## config.mk

```make
export PLATFORM = sky130hd
export DESIGN_NAME = sp2c_scale
export DESIGN_NICKNAME = d
export VERILOG_FILES = /design/src/rtl/sp2c_pkg.sv /design/src/rtl/sp2c_scale.sv
export SDC_FILE = /design/constraint.sdc
export NUM_CORES = 2
export LEC_CHECK = 0
export BUFFER_PORTS_ARGS = -buffer_cell sky130_fd_sc_hd__buf_2
export CAP_MARGIN = 20
export CELL_PAD_IN_SITES_DETAIL_PLACEMENT = 1
export CELL_PAD_IN_SITES_GLOBAL_PLACEMENT = 2
export CORE_MARGIN = 4
export CORE_UTILIZATION = 45
export CTS_BUF_LIST = sky130_fd_sc_hd__clkbuf_2
export CTS_CLUSTER_DIAMETER = 150
export DETAILED_ROUTE_END_ITERATION = 8
export PLACE_DENSITY = 0.95
export SYNTH_ARGS = -nofsm -noshare
export SYNTH_HDL_FRONTEND = slang
export SYNTH_SLANG_ARGS = --single-unit
```

## constraint.sdc

```tcl
create_clock -name clk -period 5.1 [get_ports clk]
set_input_delay 0.255 -clock clk [delete_from_list [all_inputs] [get_ports clk]]
set_output_delay 0.255 -clock clk [all_outputs]
set_load 0.05 [all_outputs]
```

## src/rtl/sp2c_pkg.sv

```systemverilog
`timescale 1ns / 1ps
// Shared types, constants and the arctangent table of the scan point converter.
// Depends on nothing; every other file of the block refers to it by scoped names.
package sp2c_pkg;

    localparam int CORDIC_STAGES = 16;
    localparam int ATAN_ENTRIES  = 24;
    localparam int RANGE_W       = 16;
    localparam int INDEX_W       = 12;
    localparam int ANGLE_W       = 16;
    localparam int INV_RES_W     = 16;
    localparam int COORD_W       = 48;
    localparam int Z_W           = 32;
    localparam int POINT_W       = 24;
    localparam int STAGE_W       = 5;
    localparam int CFG_INDEX_W   = 2;

    // Register indexes of the configuration port.
    localparam logic [CFG_INDEX_W-1:0] REG_ANGLE_START    = 2'd0;
    localparam logic [CFG_INDEX_W-1:0] REG_ANGLE_STEP     = 2'd1;
    localparam logic [CFG_INDEX_W-1:0] REG_INV_RESOLUTION = 2'd2;

    localparam logic [ANGLE_W-1:0]   ANGLE_START_RESET    = 16'd0;
    localparam logic [ANGLE_W-1:0]   ANGLE_STEP_RESET     = 16'd0;
    localparam logic [INV_RES_W-1:0] INV_RESOLUTION_RESET = 16'd256;

    // Reciprocal of the CORDIC gain, Q0.30.
    localparam logic [29:0] GAIN_INV = 30'd652032874;

    // Quarter turn in binary angle units.
    localparam logic signed [ANGLE_W-1:0] QUARTER_TURN = 16'sd16384;

    // One working item as it travels along the CORDIC chain.
    typedef struct packed {
        logic                      valid;
        logic signed [COORD_W-1:0] x;
        logic signed [COORD_W-1:0] y;
        logic signed [Z_W-1:0]     z;
        logic [INDEX_W-1:0]        idx;
    } cordic_t;

    // Arctangent of 2^-i in units of 2^-32 turn.
    function automatic logic signed [Z_W-1:0] atan_turn(input logic [STAGE_W-1:0] stage);
        logic signed [Z_W-1:0] val;
        case (stage)
            5'd0:    val = 32'sh20000000;
            5'd1:    val = 32'sh12E4051E;
            5'd2:    val = 32'sh09FB385B;
            5'd3:    val = 32'sh051111D4;
            5'd4:    val = 32'sh028B0D43;
            5'd5:    val = 32'sh0145D7E1;
            5'd6:    val = 32'sh00A2F61E;
            5'd7:    val = 32'sh005179AC;
            5'd8:    val = 32'sh0028BD87;
            5'd9:    val = 32'sh00145F15;
            5'd10:   val = 32'sh000A2F8B;
            5'd11:   val = 32'sh000517C5;
            5'd12:   val = 32'sh00028BE3;
            5'd13:   val = 32'sh000145F1;
            5'd14:   val = 32'sh0000A2F9;
            5'd15:   val = 32'sh0000517C;
            5'd16:   val = 32'sh000028BE;
            5'd17:   val = 32'sh0000145F;
            5'd18:   val = 32'sh00000A30;
            5'd19:   val = 32'sh00000518;
            5'd20:   val = 32'sh0000028C;
            5'd21:   val = 32'sh00000146;
            5'd22:   val = 32'sh000000A3;
            5'd23:   val = 32'sh00000051;
            default: val = 32'sh00000000;
        endcase
        return val;
    endfunction

endpackage

```

## src/rtl/sp2c_scale.sv

```systemverilog
`timescale 1ns / 1ps
// Output scaling: multiply by the reciprocal resolution in two partial products,
// round to Q15.8 and saturate. Depends on sp2c_pkg.
module sp2c_scale
(
    input  logic                                  clk,
    input  logic                                  rst_n,
    input  sp2c_pkg::cordic_t                     in_item,
    input  logic [sp2c_pkg::INV_RES_W-1:0]        inv_resolution,
    output logic                                  done,
    output logic signed [sp2c_pkg::POINT_W-1:0]   point_x,
    output logic signed [sp2c_pkg::POINT_W-1:0]   point_y,
    output logic [sp2c_pkg::INDEX_W-1:0]          point_index
);

    localparam logic signed [65:0] ROUND_HALF = 66'sd1 <<< 37;
    localparam logic signed [27:0] SAT_MAX    = 28'sd8388607;
    localparam logic signed [27:0] SAT_MIN    = -28'sd8388608;

    function automatic logic signed [sp2c_pkg::POINT_W-1:0] round_sat(
        input logic signed [40:0] p_hi,
        input logic [39:0]        p_lo
    );
        logic signed [65:0] sum;
        logic signed [27:0] q;
        logic signed [sp2c_pkg::POINT_W-1:0] r;
        sum = $signed({p_hi, 24'd0}) + $signed({26'd0, p_lo}) + ROUND_HALF;
        q   = sum[65:38];
        if (q > SAT_MAX)
            r = SAT_MAX[sp2c_pkg::POINT_W-1:0];
        else if (q < SAT_MIN)
            r = SAT_MIN[sp2c_pkg::POINT_W-1:0];
        else
            r = q[sp2c_pkg::POINT_W-1:0];
        return r;
    endfunction

    // Partial products: low half unsigned, high half signed.
    logic signed [16:0]         inv_s;
    logic signed [40:0]         hi_x_next;
    logic signed [40:0]         hi_y_next;
    logic [39:0]                lo_x_next;
    logic [39:0]                lo_y_next;
    logic signed [40:0]         hi_x_reg;
    logic signed [40:0]         hi_y_reg;
    logic [39:0]                lo_x_reg;
    logic [39:0]                lo_y_reg;
    logic                       valid_reg;
    logic [sp2c_pkg::INDEX_W-1:0] idx_reg;

    assign inv_s     = $signed({1'b0, inv_resolution});
    assign hi_x_next = $signed(in_item.x[47:24]) * inv_s;
    assign hi_y_next = $signed(in_item.y[47:24]) * inv_s;
    assign lo_x_next = 40'(in_item.x[23:0]) * 40'(inv_resolution);
    assign lo_y_next = 40'(in_item.y[23:0]) * 40'(inv_resolution);

    always_ff @(posedge clk or negedge rst_n)
    begin
        if (!rst_n)
        begin
            valid_reg <= 1'b0;
        end
        else
        begin
            valid_reg <= in_item.valid;
        end
    end

    always_ff @(posedge clk)
    begin
        hi_x_reg <= hi_x_next;
        hi_y_reg <= hi_y_next;
        lo_x_reg <= lo_x_next;
        lo_y_reg <= lo_y_next;
        idx_reg  <= in_item.idx;
    end

    // Sum, round and saturate into the output registers.
    logic                                done_reg;
    logic signed [sp2c_pkg::POINT_W-1:0] point_x_reg;
    logic signed [sp2c_pkg::POINT_W-1:0] point_y_reg;
    logic [sp2c_pkg::INDEX_W-1:0]        point_index_reg;

    always_ff @(posedge clk or negedge rst_n)
    begin
        if (!rst_n)
        begin
            done_reg <= 1'b0;
        end
        else
        begin
            done_reg <= valid_reg;
        end
    end

    always_ff @(posedge clk)
    begin
        point_x_reg     <= round_sat(hi_x_reg, lo_x_reg);
        point_y_reg     <= round_sat(hi_y_reg, lo_y_reg);
        point_index_reg <= idx_reg;
    end

    assign done        = done_reg;
    assign point_x     = point_x_reg;
    assign point_y     = point_y_reg;
    assign point_index = point_index_reg;

endmodule

```

==> metrics.md <==
| Metric | Value |
|---|---|
| Post-route ant nets | `0` |
| Most frequent cells in the layout | `1,611 x inv_1, 1,314 x fa_1, 1,003 x nand2_1` |
| Crit path DAT | `6560 ps` |
| Setup TNS Final | `-4580 ps` |
| Syn. warnings | `0` |
| Worst slew pin tran | `979 ps` |
| DP HPWL | `156,000 um` |
| Worst-Skew Late Latency | `1180 ps` |
| Final min period | `5470 ps` |
| Fraction of layout cells with a size suffix above 1 | `0.187` |
| Post-DR vias/cell | `5.36` |
| Async set-reset flop share out of synthesis | `0.0106` |
| Multi-input gate area | `47,300 um^2` |
| Ports | `220` |
| Fmax | `183 MHz` |
| Synth Area in Simple Gates | `0.153` |
| Die Wd | `364 um` |
| Number of global-route vias before repair | `54,254` |
| Area after DPL | `65,500 um^2` |
| Adder-Cell Fraction of Synth Area | `0.583` |
| XOR/XNOR Fraction of Synth Area | `0.0221` |
| Remaining DRCs | `0` |
| Fin crit share | `1.07` |
| Max cap viols | `0` |
| Register area | `3770 um^2` |
| Kind of critical path | `primary input to register` |
| Largest family of logic cells by synthesized area | `adder cells` |
| CTS tree | `yes` |
| Post-route insts no fill | `8,810` |
| Final instance area | `69,100 um^2` |
| FILL cells | `14,511` |
| Placed Cells | `8,604` |
| Pre-CTS WS | `-1600 ps` |
| Synthesis-to-finish area growth | `20.9%` |
| Initial antenna violation count | `22` |
| Total CTS buffers | `17` |
| Die area | `133,000 um^2` |
| First-pass GRT wire length | `293,000 um` |
| Total clock sinks | `188` |
| Largest net degree at the start of global routing | `37` |
| Post-Syn Instances | `6,340` |
| Final setup fails | `30` |
| Hold/Removal Path Class | `primary input to register` |
| Root buffer cell | `clkbuf_2` |
| Startpoint types | `primary input` |
| Synth area leader | `fa_1` |
| Seq/Total Area, Yosys | `0.0660` |
| Worst setup EP type | `register` |
| Iteration-0 DRC count of the detailed router | `3,207` |
| Post-synth EDFFs | `0` |
| RSZ-0062 raised after global routing | `true` |
| Synth top area share | `0.478` |
| IO buf count | `187` |
| Mux cell area share after synthesis | `0` |
| Area contributors post-synth | `fa_1 48%, inv_1 11%, ha_1 11%` |
| Htree depth | `4` |
| Max Buffers Root-to-Sink | `2` |
| Worst Skew | `35.1 ps` |
| DRT Pass-1 Iters | `5` |
| Vias after detailed routing | `47,250` |
| Wirelength, routed | `207,000 um` |
| WL/cell | `23.5 um` |
| RePlAce Congestion | `0.874` |
| GR Overflow Total | `0` |
| Final hold vios | `0` |
| Status | `complete, but fails checks` |
| Nets | `9,132` |
| Setup WS post-layout | `-369 ps` |
| Syn Nets | `8,343` |
| Post-synthesis register bit count | `188` |
| CP Data Required Time | `6190 ps` |
| Worst-path clk slew | `280 ps` |
| Slew Viols, Final | `0` |
| Distinct cell type count after synthesis | `78` |
| Cell Area, Synth | `57,200 um^2` |
| Core area | `126,000 um^2` |
| Cell Rows | `130` |
| Starting Density | `0.454` |
| Failing checks | `negative setup slack` |
| Synth Area in Compound Gates | `0.0477` |
| Syn_area_per_cell | `9.02 um^2` |
| Dominant synthesized flop cell | `dfxtp_1` |
| Most common cell after layout, fill and taps aside | `inv_1` |
| Crit-path max FO | `13` |
| DIE HEIGHT | `364 um` |
| GRT Resource Usage Total | `0.282` |
| Slew HR | `0.347` |
[cell usage after synthesis (17+ instances only)]
cell type and count:
nor2_1 57, nand3_1 38, o21ai_0 63, nor3_1 22
ha_1 480, a21o_1 46, and3_1 23, a211oi_1 17
dfxtp_1 186, a21oi_1 92, clkbuf_1 275, o21ai_2 21
xor2_1 62, nand4_1 22, o21a_1 21, xnor2_1 82
fa_1 1364, inv_1 1655, nand2_1 1026, and2_1 598
[critical path: stages]
cell,delay (ps)
buf_12,160
buf_12,190
buf_4,170
nand2_1,90
fa_1,620
inv_1,120
fa_1,520
fa_1,530
fa_1,540
fa_1,660
inv_1,100
fa_1,590
inv_2,60
ha_4,280
and3_4,180
nand2_1,50
o21bai_2,190
a211o_1,340
and3_4,220
o21ai_4,230
a31oi_4,140
o311ai_2,290
[final timing paths]
check	startpoint	to	slack, ps	depth (start not counted)
hold / removal	inv_resolution[1]	hi_y_reg[1]$_DFF_P_	170	7
min in group asynchronous	rst_n	done$_DFF_PN0_	430	4
setup / recovery	inv_resolution[13]	hi_x_reg[38]$_DFF_P_	-370	22
hold reg to reg	idx_reg[6]$_DFF_P_	point_index[6]$_DFF_P_	340	0
max in group asynchronous	rst_n	valid_reg$_DFF_PN0_	4540	4
setup reg to reg	hi_x_reg[2]$_DFF_P_	point_x[18]$_SDFF_PN1_	1370	10
[what timing repair did]
item	4_1_cts	5_1_grt
hold buffers	44	1
setup buffers	13	72
endpoints found under the setup margin	20	42
resized for setup	22	326
cloned	3	24
endpoints found under the hold margin	23	1
pin swaps	13	163
[area by class of cell]
type,instances,area share
Multi-Input combinational cell,4214,0.684
Clock inverter,14,0.00246
Antenna cell,18,0.000652
Inverter,1655,0.0899
Timing Repair Buffer,1053,0.137
Sequential cell,188,0.0546
Tap cell,1650,0.0299
Clock buffer,18,0.00130
[through the flow]
step	util	hold slack (ps)
final	0.549	169
after global routing	0.549	50.5
after global placement	0.520	38.2
after floorplan	-	-40.6
after CTS	0.528	1.24
after detailed placement	0.520	41.6
[per-layer routing]
layer,part of all wire,global-route usage,up-vias
met5,0.00026,0,-
met4,0.066,0.110,8
met3,0.073,0.0410,795
met2,0.49,0.499,2023
met1,0.37,0.350,24450
li1,-,-,19974
[kinds of logic (layout without fill, tap and decap cells)]
family                     after synthesis  count (layout)
buffers and inverters                 1938            2740
adders and majority gates             1844            1844
and+or+nand+nor                       1839            1839
AOI/OAI and AO/OA                      387             387
DFF                                    188             188
xor gates and xnor gates               144             144
other                                    0              18
Power is not shown: default switching activity piles up to over one toggle a cycle in this logic, so the estimate is an artifact.
