<file path="src/rtl/sp2c_pkg.sv">
`timescale 1ns / 1ps
// Shared types, constants and the arctangent table of the scan point converter.
// Depends on nothing; every other file of the block refers to it by scoped names.
package sp2c_pkg;

    localparam int CORDIC_STAGES = 16;
    localparam int ATAN_ENTRIES  = 24;
    localparam int RANGE_W       = 16;
    localparam int INDEX_W       = 12;
    localparam int ANGLE_W       = 16;
    localparam int INV_RES_W     = 16;
    localparam int COORD_W       = 48;
    localparam int Z_W           = 32;
    localparam int POINT_W       = 24;
    localparam int STAGE_W       = 5;
    localparam int CFG_INDEX_W   = 2;

    // Register indexes of the configuration port.
    localparam logic [CFG_INDEX_W-1:0] REG_ANGLE_START    = 2'd0;
    localparam logic [CFG_INDEX_W-1:0] REG_ANGLE_STEP     = 2'd1;
    localparam logic [CFG_INDEX_W-1:0] REG_INV_RESOLUTION = 2'd2;

    localparam logic [ANGLE_W-1:0]   ANGLE_START_RESET    = 16'd0;
    localparam logic [ANGLE_W-1:0]   ANGLE_STEP_RESET     = 16'd0;
    localparam logic [INV_RES_W-1:0] INV_RESOLUTION_RESET = 16'd256;

    // Reciprocal of the CORDIC gain, Q0.30.
    localparam logic [29:0] GAIN_INV = 30'd652032874;

    // Quarter turn in binary angle units.
    localparam logic signed [ANGLE_W-1:0] QUARTER_TURN = 16'sd16384;

    // One working item as it travels along the CORDIC chain.
    typedef struct packed {
        logic                      valid;
        logic signed [COORD_W-1:0] x;
        logic signed [COORD_W-1:0] y;
        logic signed [Z_W-1:0]     z;
        logic [INDEX_W-1:0]        idx;
    } cordic_t;

    // Arctangent of 2^-i in units of 2^-32 turn.
    function automatic logic signed [Z_W-1:0] atan_turn(input logic [STAGE_W-1:0] stage);
        logic signed [Z_W-1:0] val;
        case (stage)
            5'd0:    val = 32'sh20000000;
            5'd1:    val = 32'sh12E4051E;
            5'd2:    val = 32'sh09FB385B;
            5'd3:    val = 32'sh051111D4;
            5'd4:    val = 32'sh028B0D43;
            5'd5:    val = 32'sh0145D7E1;
            5'd6:    val = 32'sh00A2F61E;
            5'd7:    val = 32'sh005179AC;
            5'd8:    val = 32'sh0028BD87;
            5'd9:    val = 32'sh00145F15;
            5'd10:   val = 32'sh000A2F8B;
            5'd11:   val = 32'sh000517C5;
            5'd12:   val = 32'sh00028BE3;
            5'd13:   val = 32'sh000145F1;
            5'd14:   val = 32'sh0000A2F9;
            5'd15:   val = 32'sh0000517C;
            5'd16:   val = 32'sh000028BE;
            5'd17:   val = 32'sh0000145F;
            5'd18:   val = 32'sh00000A30;
            5'd19:   val = 32'sh00000518;
            5'd20:   val = 32'sh0000028C;
            5'd21:   val = 32'sh00000146;
            5'd22:   val = 32'sh000000A3;
            5'd23:   val = 32'sh00000051;
            default: val = 32'sh00000000;
        endcase
        return val;
    endfunction

endpackage

</file>
<file path="src/rtl/sp2c_front.sv">
`timescale 1ns / 1ps
// Front end: beam angle from start, step and index, quadrant fold and gain pre-scale.
// Depends on sp2c_pkg; feeds the first CORDIC cell.
module sp2c_front
(
    input  logic                                clk,
    input  logic                                rst_n,
    input  logic                                in_valid,
    input  logic [sp2c_pkg::RANGE_W-1:0]        range_value,
    input  logic [sp2c_pkg::INDEX_W-1:0]        beam_index,
    input  logic [sp2c_pkg::ANGLE_W-1:0]        angle_start,
    input  logic [sp2c_pkg::ANGLE_W-1:0]        angle_step,
    output sp2c_pkg::cordic_t                   out_item
);

    // First step: the wrapped beam angle.
    logic                             valid0_reg;
    logic [sp2c_pkg::ANGLE_W-1:0]     angle0_reg;
    logic [sp2c_pkg::ANGLE_W-1:0]     angle0_next;
    logic [sp2c_pkg::RANGE_W-1:0]     range0_reg;
    logic [sp2c_pkg::INDEX_W-1:0]     idx0_reg;
    logic [27:0]                      step_prod;

    assign step_prod   = 28'(angle_step) * 28'(beam_index);
    assign angle0_next = angle_start + step_prod[sp2c_pkg::ANGLE_W-1:0];

    always_ff @(posedge clk or negedge rst_n)
    begin
        if (!rst_n)
        begin
            valid0_reg <= 1'b0;
        end
        else
        begin
            valid0_reg <= in_valid;
        end
    end

    always_ff @(posedge clk)
    begin
        angle0_reg <= angle0_next;
        range0_reg <= range_value;
        idx0_reg   <= beam_index;
    end

    // Second step: fold angles beyond a quarter turn by a half-turn pre-rotation,
    // and scale the range by the reciprocal CORDIC gain.
    logic signed [sp2c_pkg::ANGLE_W-1:0] angle_s;
    logic                                fold;
    logic [sp2c_pkg::ANGLE_W-1:0]        angle_fold;
    logic [45:0]                         gain_prod;
    logic signed [sp2c_pkg::COORD_W-1:0] x_start;
    sp2c_pkg::cordic_t                   item_reg;
    sp2c_pkg::cordic_t                   item_next;

    assign angle_s    = $signed(angle0_reg);
    assign fold       = (angle_s > sp2c_pkg::QUARTER_TURN) || (angle_s < -sp2c_pkg::QUARTER_TURN);
    // Subtracting or adding a half turn is the same as flipping the top bit.
    assign angle_fold = fold ? {~angle0_reg[sp2c_pkg::ANGLE_W-1], angle0_reg[sp2c_pkg::ANGLE_W-2:0]}
                             : angle0_reg;
    assign gain_prod  = 46'(range0_reg) * 46'(sp2c_pkg::GAIN_INV);
    assign x_start    = $signed({2'b00, gain_prod});

    always_comb
    begin
        item_next.valid = valid0_reg;
        item_next.x     = fold ? -x_start : x_start;
        item_next.y     = '0;
        item_next.z     = $signed({angle_fold, 16'd0});
        item_next.idx   = idx0_reg;
    end

    always_ff @(posedge clk or negedge rst_n)
    begin
        if (!rst_n)
        begin
            item_reg <= '0;
        end
        else
        begin
            item_reg <= item_next;
        end
    end

    assign out_item = item_reg;

endmodule

</file>
<file path="config.mk">
export PLATFORM = sky130hd
export DESIGN_NAME = sp2c_front
export DESIGN_NICKNAME = d
export VERILOG_FILES = /design/src/rtl/sp2c_pkg.sv /design/src/rtl/sp2c_front.sv
export SDC_FILE = /design/constraint.sdc
export NUM_CORES = 1
export LEC_CHECK = 0
export BUFFER_PORTS_ARGS = -buffer_cell sky130_fd_sc_hd__buf_2
export CAP_MARGIN = 5
export CORE_UTILIZATION = 50
export CTS_CLUSTER_DIAMETER = 150
export CTS_CLUSTER_SIZE = 20
export DETAILED_ROUTE_END_ITERATION = 8
export PLACE_DENSITY = 0.7
export SLEW_MARGIN = 40
export SYNTH_ARGS = -nofsm -noshare
export SYNTH_HDL_FRONTEND = slang
export SYNTH_SLANG_ARGS = --single-unit
export TNS_END_PERCENT = 50
</file>
<file path="constraint.sdc">
create_clock -name clk -period 17.9 [get_ports clk]
set_input_delay 3.58 -clock clk [delete_from_list [all_inputs] [get_ports clk]]
set_output_delay 3.58 -clock clk [all_outputs]
set_load 0.02 [all_outputs]
</file>
==> impl_metrics.tcl, run 1 <==
set metrics [dict create \
    status "finished clean" \
    rsz0062_at_grt "false" \
    crit_fanout 15 \
    grt_pass1_vias 13120 \
    postCtsSetupRepairBufs 0 \
    die_height_um 187.7 \
    synth_cell_types 77 \
    cts_buffers 17 \
    reg2reg_slack_ns 9.81 \
    critPathLaunchType "input port" \
    skew_ns 0.01798 \
    track_usage 0.2577 \
    ys_ff_latch 121 \
    crit_type "input port to register" \
    hold_viol 0 \
    grt_max_degree 69 \
    cts_tree "built" \
    slew_headroom 0.5217 \
    area_growth_pct 8.518 \
    drv_cap 0 \
    finalCritPeriodShare 0.4532 \
    ant_nets 0 \
    synth-edff-count 0 \
    yosysSeqAreaShare 0.1628 \
    gr-total-overflow 0 \
    rows 67 \
    htreeDepth 4 \
    grt_pass1_wl_um 70240 \
    initial_core_util 0.5117 \
    dr_total_vias 12510 \
    cp_data_arrival_time_ns 8.48 \
    avgSynthCellArea_sq_um 9.506 \
    tightest_slew_ns 0.7115 \
    clk_path_buf_depth 2 \
    final_common_cell "inv_1" \
    synth_flop_cell "dfrtp_1" \
    final_cell_mix "inv_1 (397), fa_1 (260), ha_1 (206), buf_2 (137), nand2_1 (128)" \
    cts_resized 0 \
    min_period_ns 8.113 \
    dpl.hpwl_um 36420 \
    post_drt_wl_per_cell_um 18.06 \
    worstSetupEndpointType "register" \
    cp_data_required_time_ns 18.27 \
    final_max_slew_viol_count 0 \
    fp.dieArea_sq_mm 0.03524 \
    drt-initial-drc-count 756 \
    via_per_inst 5.241 \
    largest_reg_flops 76 \
    wirelength_um 43110 \
    route.detailed.drc 0 \
    finalNetCount 2455 \
    synth_area_sq_mm 0.01724 \
    hp-class "register to register" \
    io_pins 204 \
    setup_viol 0 \
    insertion_delay_ns 0.45 \
    fin_setup_tns_ns 0 \
    clk_pin_slew_ns 0.06 \
    drt-pass1-iter-count 6 \
    fin_util 0.5553 \
    async_reset_ff_frac 0.6364 \
    die_w_um 187.7 \
    yosys_warnings 0 \
    clockRootBuffer "clkbuf_16" \
    coreArea_sq_mm 0.03370 \
    max_clock_freq_mhz 123.3 \
    cts.sinks 121 \
    n_antenna_cell 0 \
    place_congestion 0.9840 \
    drive_above_1_share 0.1031 \
    cts-hold-fix-buffers 0 \
    port-buffer-count 138 \
    netlist_instances 1814 \
    antenna_found_initial 0 \
]
==> layout make-up <==
type                       instances  area (sq um)
fill                            3029         14990
tap                              448         560.5
timing repair buffer             139         704.4
inverter                         397          1490
sequential                       121          2808
clock buffer                      19         442.9
clock inverter                    13         166.4
multi-input combinational       1250         12540
==> cells by family after synthesis <==
group / after synthesis / synth area share
flops: 121 / 0.1628
compound gates: 227 / 0.08918
other cells: 1 / 0.0002175
simple gates: 377 / 0.1132
fa+ha+maj: 466 / 0.4513
buf+inv: 507 / 0.1248
xor+xnor: 114 / 0.05790
mux: 1 / 0.0005805
==> critical path, cell delays in order <==
cell,delay (ns)
buf_2,0.24
nand2_1,0.12
fa_1,0.55
inv_1,0.06
fa_1,0.45
ha_1,0.31
ha_1,0.28
inv_1,0.05
fa_1,0.54
inv_1,0.07
ha_1,0.30
a21o_1,0.18
a21oi_1,0.27
o21bai_1,0.11
a21oi_1,0.23
o21bai_1,0.10
a21oi_1,0.22
o21ai_0,0.15
or4_1,0.40
o311ai_0,0.12
xnor2_1,0.16
==> Yosys cell counts, types with 13 or more instances <==
cell type / instances / share of area
inv_1: 397 / 0.086
fa_1: 260 / 0.30
ha_1: 206 / 0.15
nand2_1: 129 / 0.028
xnor2_1: 81 / 0.041
dfrtp_1: 77 / 0.11
buf_4: 65 / 0.028
a21oi_1: 59 / 0.017
and2_1: 59 / 0.021
nor2_1: 47 / 0.010
dfxtp_1: 44 / 0.051
clkbuf_1: 41 / 0.0089
o21ai_0: 35 / 0.010
xor2_1: 33 / 0.017
nand3_1: 31 / 0.0090
a21o_1: 27 / 0.012
nor3_1: 22 / 0.0064
a31oi_1: 15 / 0.0054
nand4_1: 13 / 0.0047
==> final timing paths <==
path	to	cells after the start	from
worst max-delay path	angle0_reg[14]$_DFF_P_	21	beam_index[2]
worst min-delay path	out_item[0]$_DFF_PN0_	0	idx0_reg[0]$_DFF_P_
worst max register to register	out_item[130]$_DFF_PN0_	23	range0_reg[5]$_DFF_P_
worst min register to register	out_item[0]$_DFF_PN0_	0	idx0_reg[0]$_DFF_P_
max in group asynchronous	out_item[135]$_DFF_PN0_	2	rst_n
min in group asynchronous	out_item[98]$_DFF_PN0_	1	rst_n
==> layer usage <==
metal,global-route usage,wire (um),share of wire
met1,0.3274,18110,0.42
met2,0.4373,21100,0.49
met3,0.05559,2749,0.064
met4,0.08130,1151,0.027
met5,0,0,0
==> through the flow <==
step / hold WS [ns] / setup WS, ns / instances / area, sq um
floorplan: 0.3163 / 9.706 / 1878 / 17480
global route: 0.3366 / 9.359 / 2387 / 18710
detailed placement: 0.3195 / 9.457 / 2355 / 18100
CTS: 0.3279 / 9.799 / 2387 / 18710
global placement: 0.3168 / 9.521 / 2355 / 18080
finish: 0.3262 / 9.787 / 2387 / 18710
Power of run 1 is not shown: default switching activity piles up to over one toggle a cycle in this logic, so the estimate is an artifact.
==> run 2: changes to the inputs <==
==> constraint.sdc (replaced) <==
create_clock -name clk -period 7.58 [get_ports clk]
set_input_delay 1.516 -clock clk [delete_from_list [all_inputs] [get_ports clk]]
set_output_delay 1.516 -clock clk [all_outputs]
set_load 0.02 [all_outputs]
==> impl_metrics.tcl, run 2 (synthesis gave the netlist of run 1 again) <==
set metrics [dict create \
    crit_type "register to register" \
    grt_pass1_vias 13370 \
    drv_cap 0 \
    final_max_slew_viol_count 0 \
    grt_pass1_wl_um 73500 \
    port-buffer-count 138 \
    clk_pin_slew_ns 0.07 \
    max_clock_freq_mhz 138.0 \
    htreeDepth 4 \
    dpl.hpwl_um 39160 \
    coreArea_sq_mm 0.03370 \
    drt-initial-drc-count 673 \
    cts-hold-fix-buffers 0 \
    die_height_um 187.7 \
    holdWs_ns 0.3185 \
    min_period_ns 7.248 \
    drt-pass1-iter-count 5 \
    final_common_cell "inv_1" \
    postCtsSetupRepairBufs 0 \
    setup_viol 0 \
    tightest_slew_ns 0.7333 \
    timing.rr.start "range0_reg[15]$_DFF_P_" \
    clk_path_buf_depth 2 \
    drive_above_1_share 0.1261 \
    area_growth_pct 10.65 \
    via_per_inst 5.163 \
    finalCritPeriodShare 0.9563 \
    status "finished clean" \
    skew_ns 0.01256 \
    cts_tree "built" \
    insertion_delay_ns 0.45 \
    largest_reg_flops 76 \
    crit_fanout 9 \
    track_usage 0.2722 \
    io_pins 204 \
    cts.sinks 121 \
    route.detailed.drc 0 \
    cp_data_arrival_time_ns 7.56 \
    die_w_um 187.7 \
    gr-total-overflow 0 \
    finalNetCount 2499 \
    clockRootBuffer "clkbuf_16" \
    crit_path_end "out_item[136]$_DFF_PN0_" \
    dr_total_vias 12550 \
    final_cell_mix "inv_1 (396), fa_1 (260), ha_1 (205), buf_2 (137), nand2_1 (128)" \
    critPathLaunchType "register" \
    wirelength_um 45230 \
    ant_nets 0 \
    place_congestion 0.9889 \
    grt_max_degree 45 \
    fp.dieArea_sq_mm 0.03524 \
    hold_viol 0 \
    reg2reg_slack_ns 0.33 \
    fin_setup_tns_ns 0 \
    antenna_found_initial 0 \
    crit_path_start "range0_reg[15]$_DFF_P_" \
    worstSetupEndpointType "register" \
    dpl.cell_count 2398 \
    cts_resized 0 \
    cts_buffers 17 \
    slew_headroom 0.5081 \
    layout.cells.non_filler 2431 \
    post_drt_wl_per_cell_um 18.60 \
    hp-class "register to register" \
    initial_core_util 0.5117 \
    fin_util 0.5662 \
    rows 67 \
    cp_data_required_time_ns 7.89 \
    r2r_cells 22 \
    r2r-end "out_item[136]$_DFF_PN0_" \
    n_antenna_cell 0 \
]
## run 2: cell count changes in the layout (fill, tap and decap cells not counted), moves of 2 or more
cell / delta
clkinvlp_4: -2
clkinv_4: +2
dfxtp_2: +3
buf_4: +43
dfxtp_1: -3
## run 2: final cells by class
| cell class | instances | area (sq um) |
|---|---|---|
| clock buffer | 17 | 425.4 |
| clock inverter | 15 | 188.9 |
| fill | 3039 | 14620 |
| inverter | 397 | 1490 |
| multi-input combinational | 1250 | 12560 |
| sequential | 121 | 2811 |
| tap | 448 | 560.5 |
| timing repair buffer | 183 | 1047 |
## run 2: critical path, stage by stage (launching register included)
cell       delay, ns
dfxtp_1         0.55
ha_1            0.33
buf_4           0.18
xor2_1          0.26
xor2_1          0.30
fa_1            0.49
fa_1            0.53
fa_1            0.55
inv_1           0.06
fa_1            0.64
inv_1           0.07
ha_1            0.48
nand4_1         0.25
nor2_1          0.20
o2bb2ai_2       0.18
nor2_1          0.17
a211oi_2        0.25
a211oi_1        0.10
or4_1           0.61
buf_4           0.18
nor3_4          0.33
a41oi_1         0.20
xor2_1          0.18
## run 2: metal layers
layer,vias to the layer above,track usage,part of all wire
li1,5947,-,-
met1,6188,0.3474,0.42
met2,362,0.4781,0.51
met3,54,0.04361,0.047
met4,0,0.07192,0.020
met5,-,0,0
## run 2: worst min-delay path by stage
stage / start / endpoint / slack (ns) / cells past startpoint
CTS: idx0_reg[6]$_DFF_P_ / out_item[6]$_DFF_PN0_ / 0.32 / 0
detailed placement: idx0_reg[7]$_DFF_P_ / out_item[7]$_DFF_PN0_ / 0.32 / 0
finish: idx0_reg[6]$_DFF_P_ / out_item[6]$_DFF_PN0_ / 0.32 / 0
global placement: idx0_reg[9]$_DFF_P_ / out_item[9]$_DFF_PN0_ / 0.32 / 0
global route: idx0_reg[6]$_DFF_P_ / out_item[6]$_DFF_PN0_ / 0.33 / 0
floorplan: idx0_reg[0]$_DFF_P_ / out_item[0]$_DFF_PN0_ / 0.32 / 0
## run 2: stage by stage
step | area [sq um] | setup slack, ns
finish | 19080 | 0.3316
global placement | 18400 | 0.2865
CTS | 19040 | 0.2065
detailed placement | 18420 | 0.2596
floorplan | 17480 | 0.5772
global route | 19080 | -0.01112
Power of run 2 is left out for the same reason.
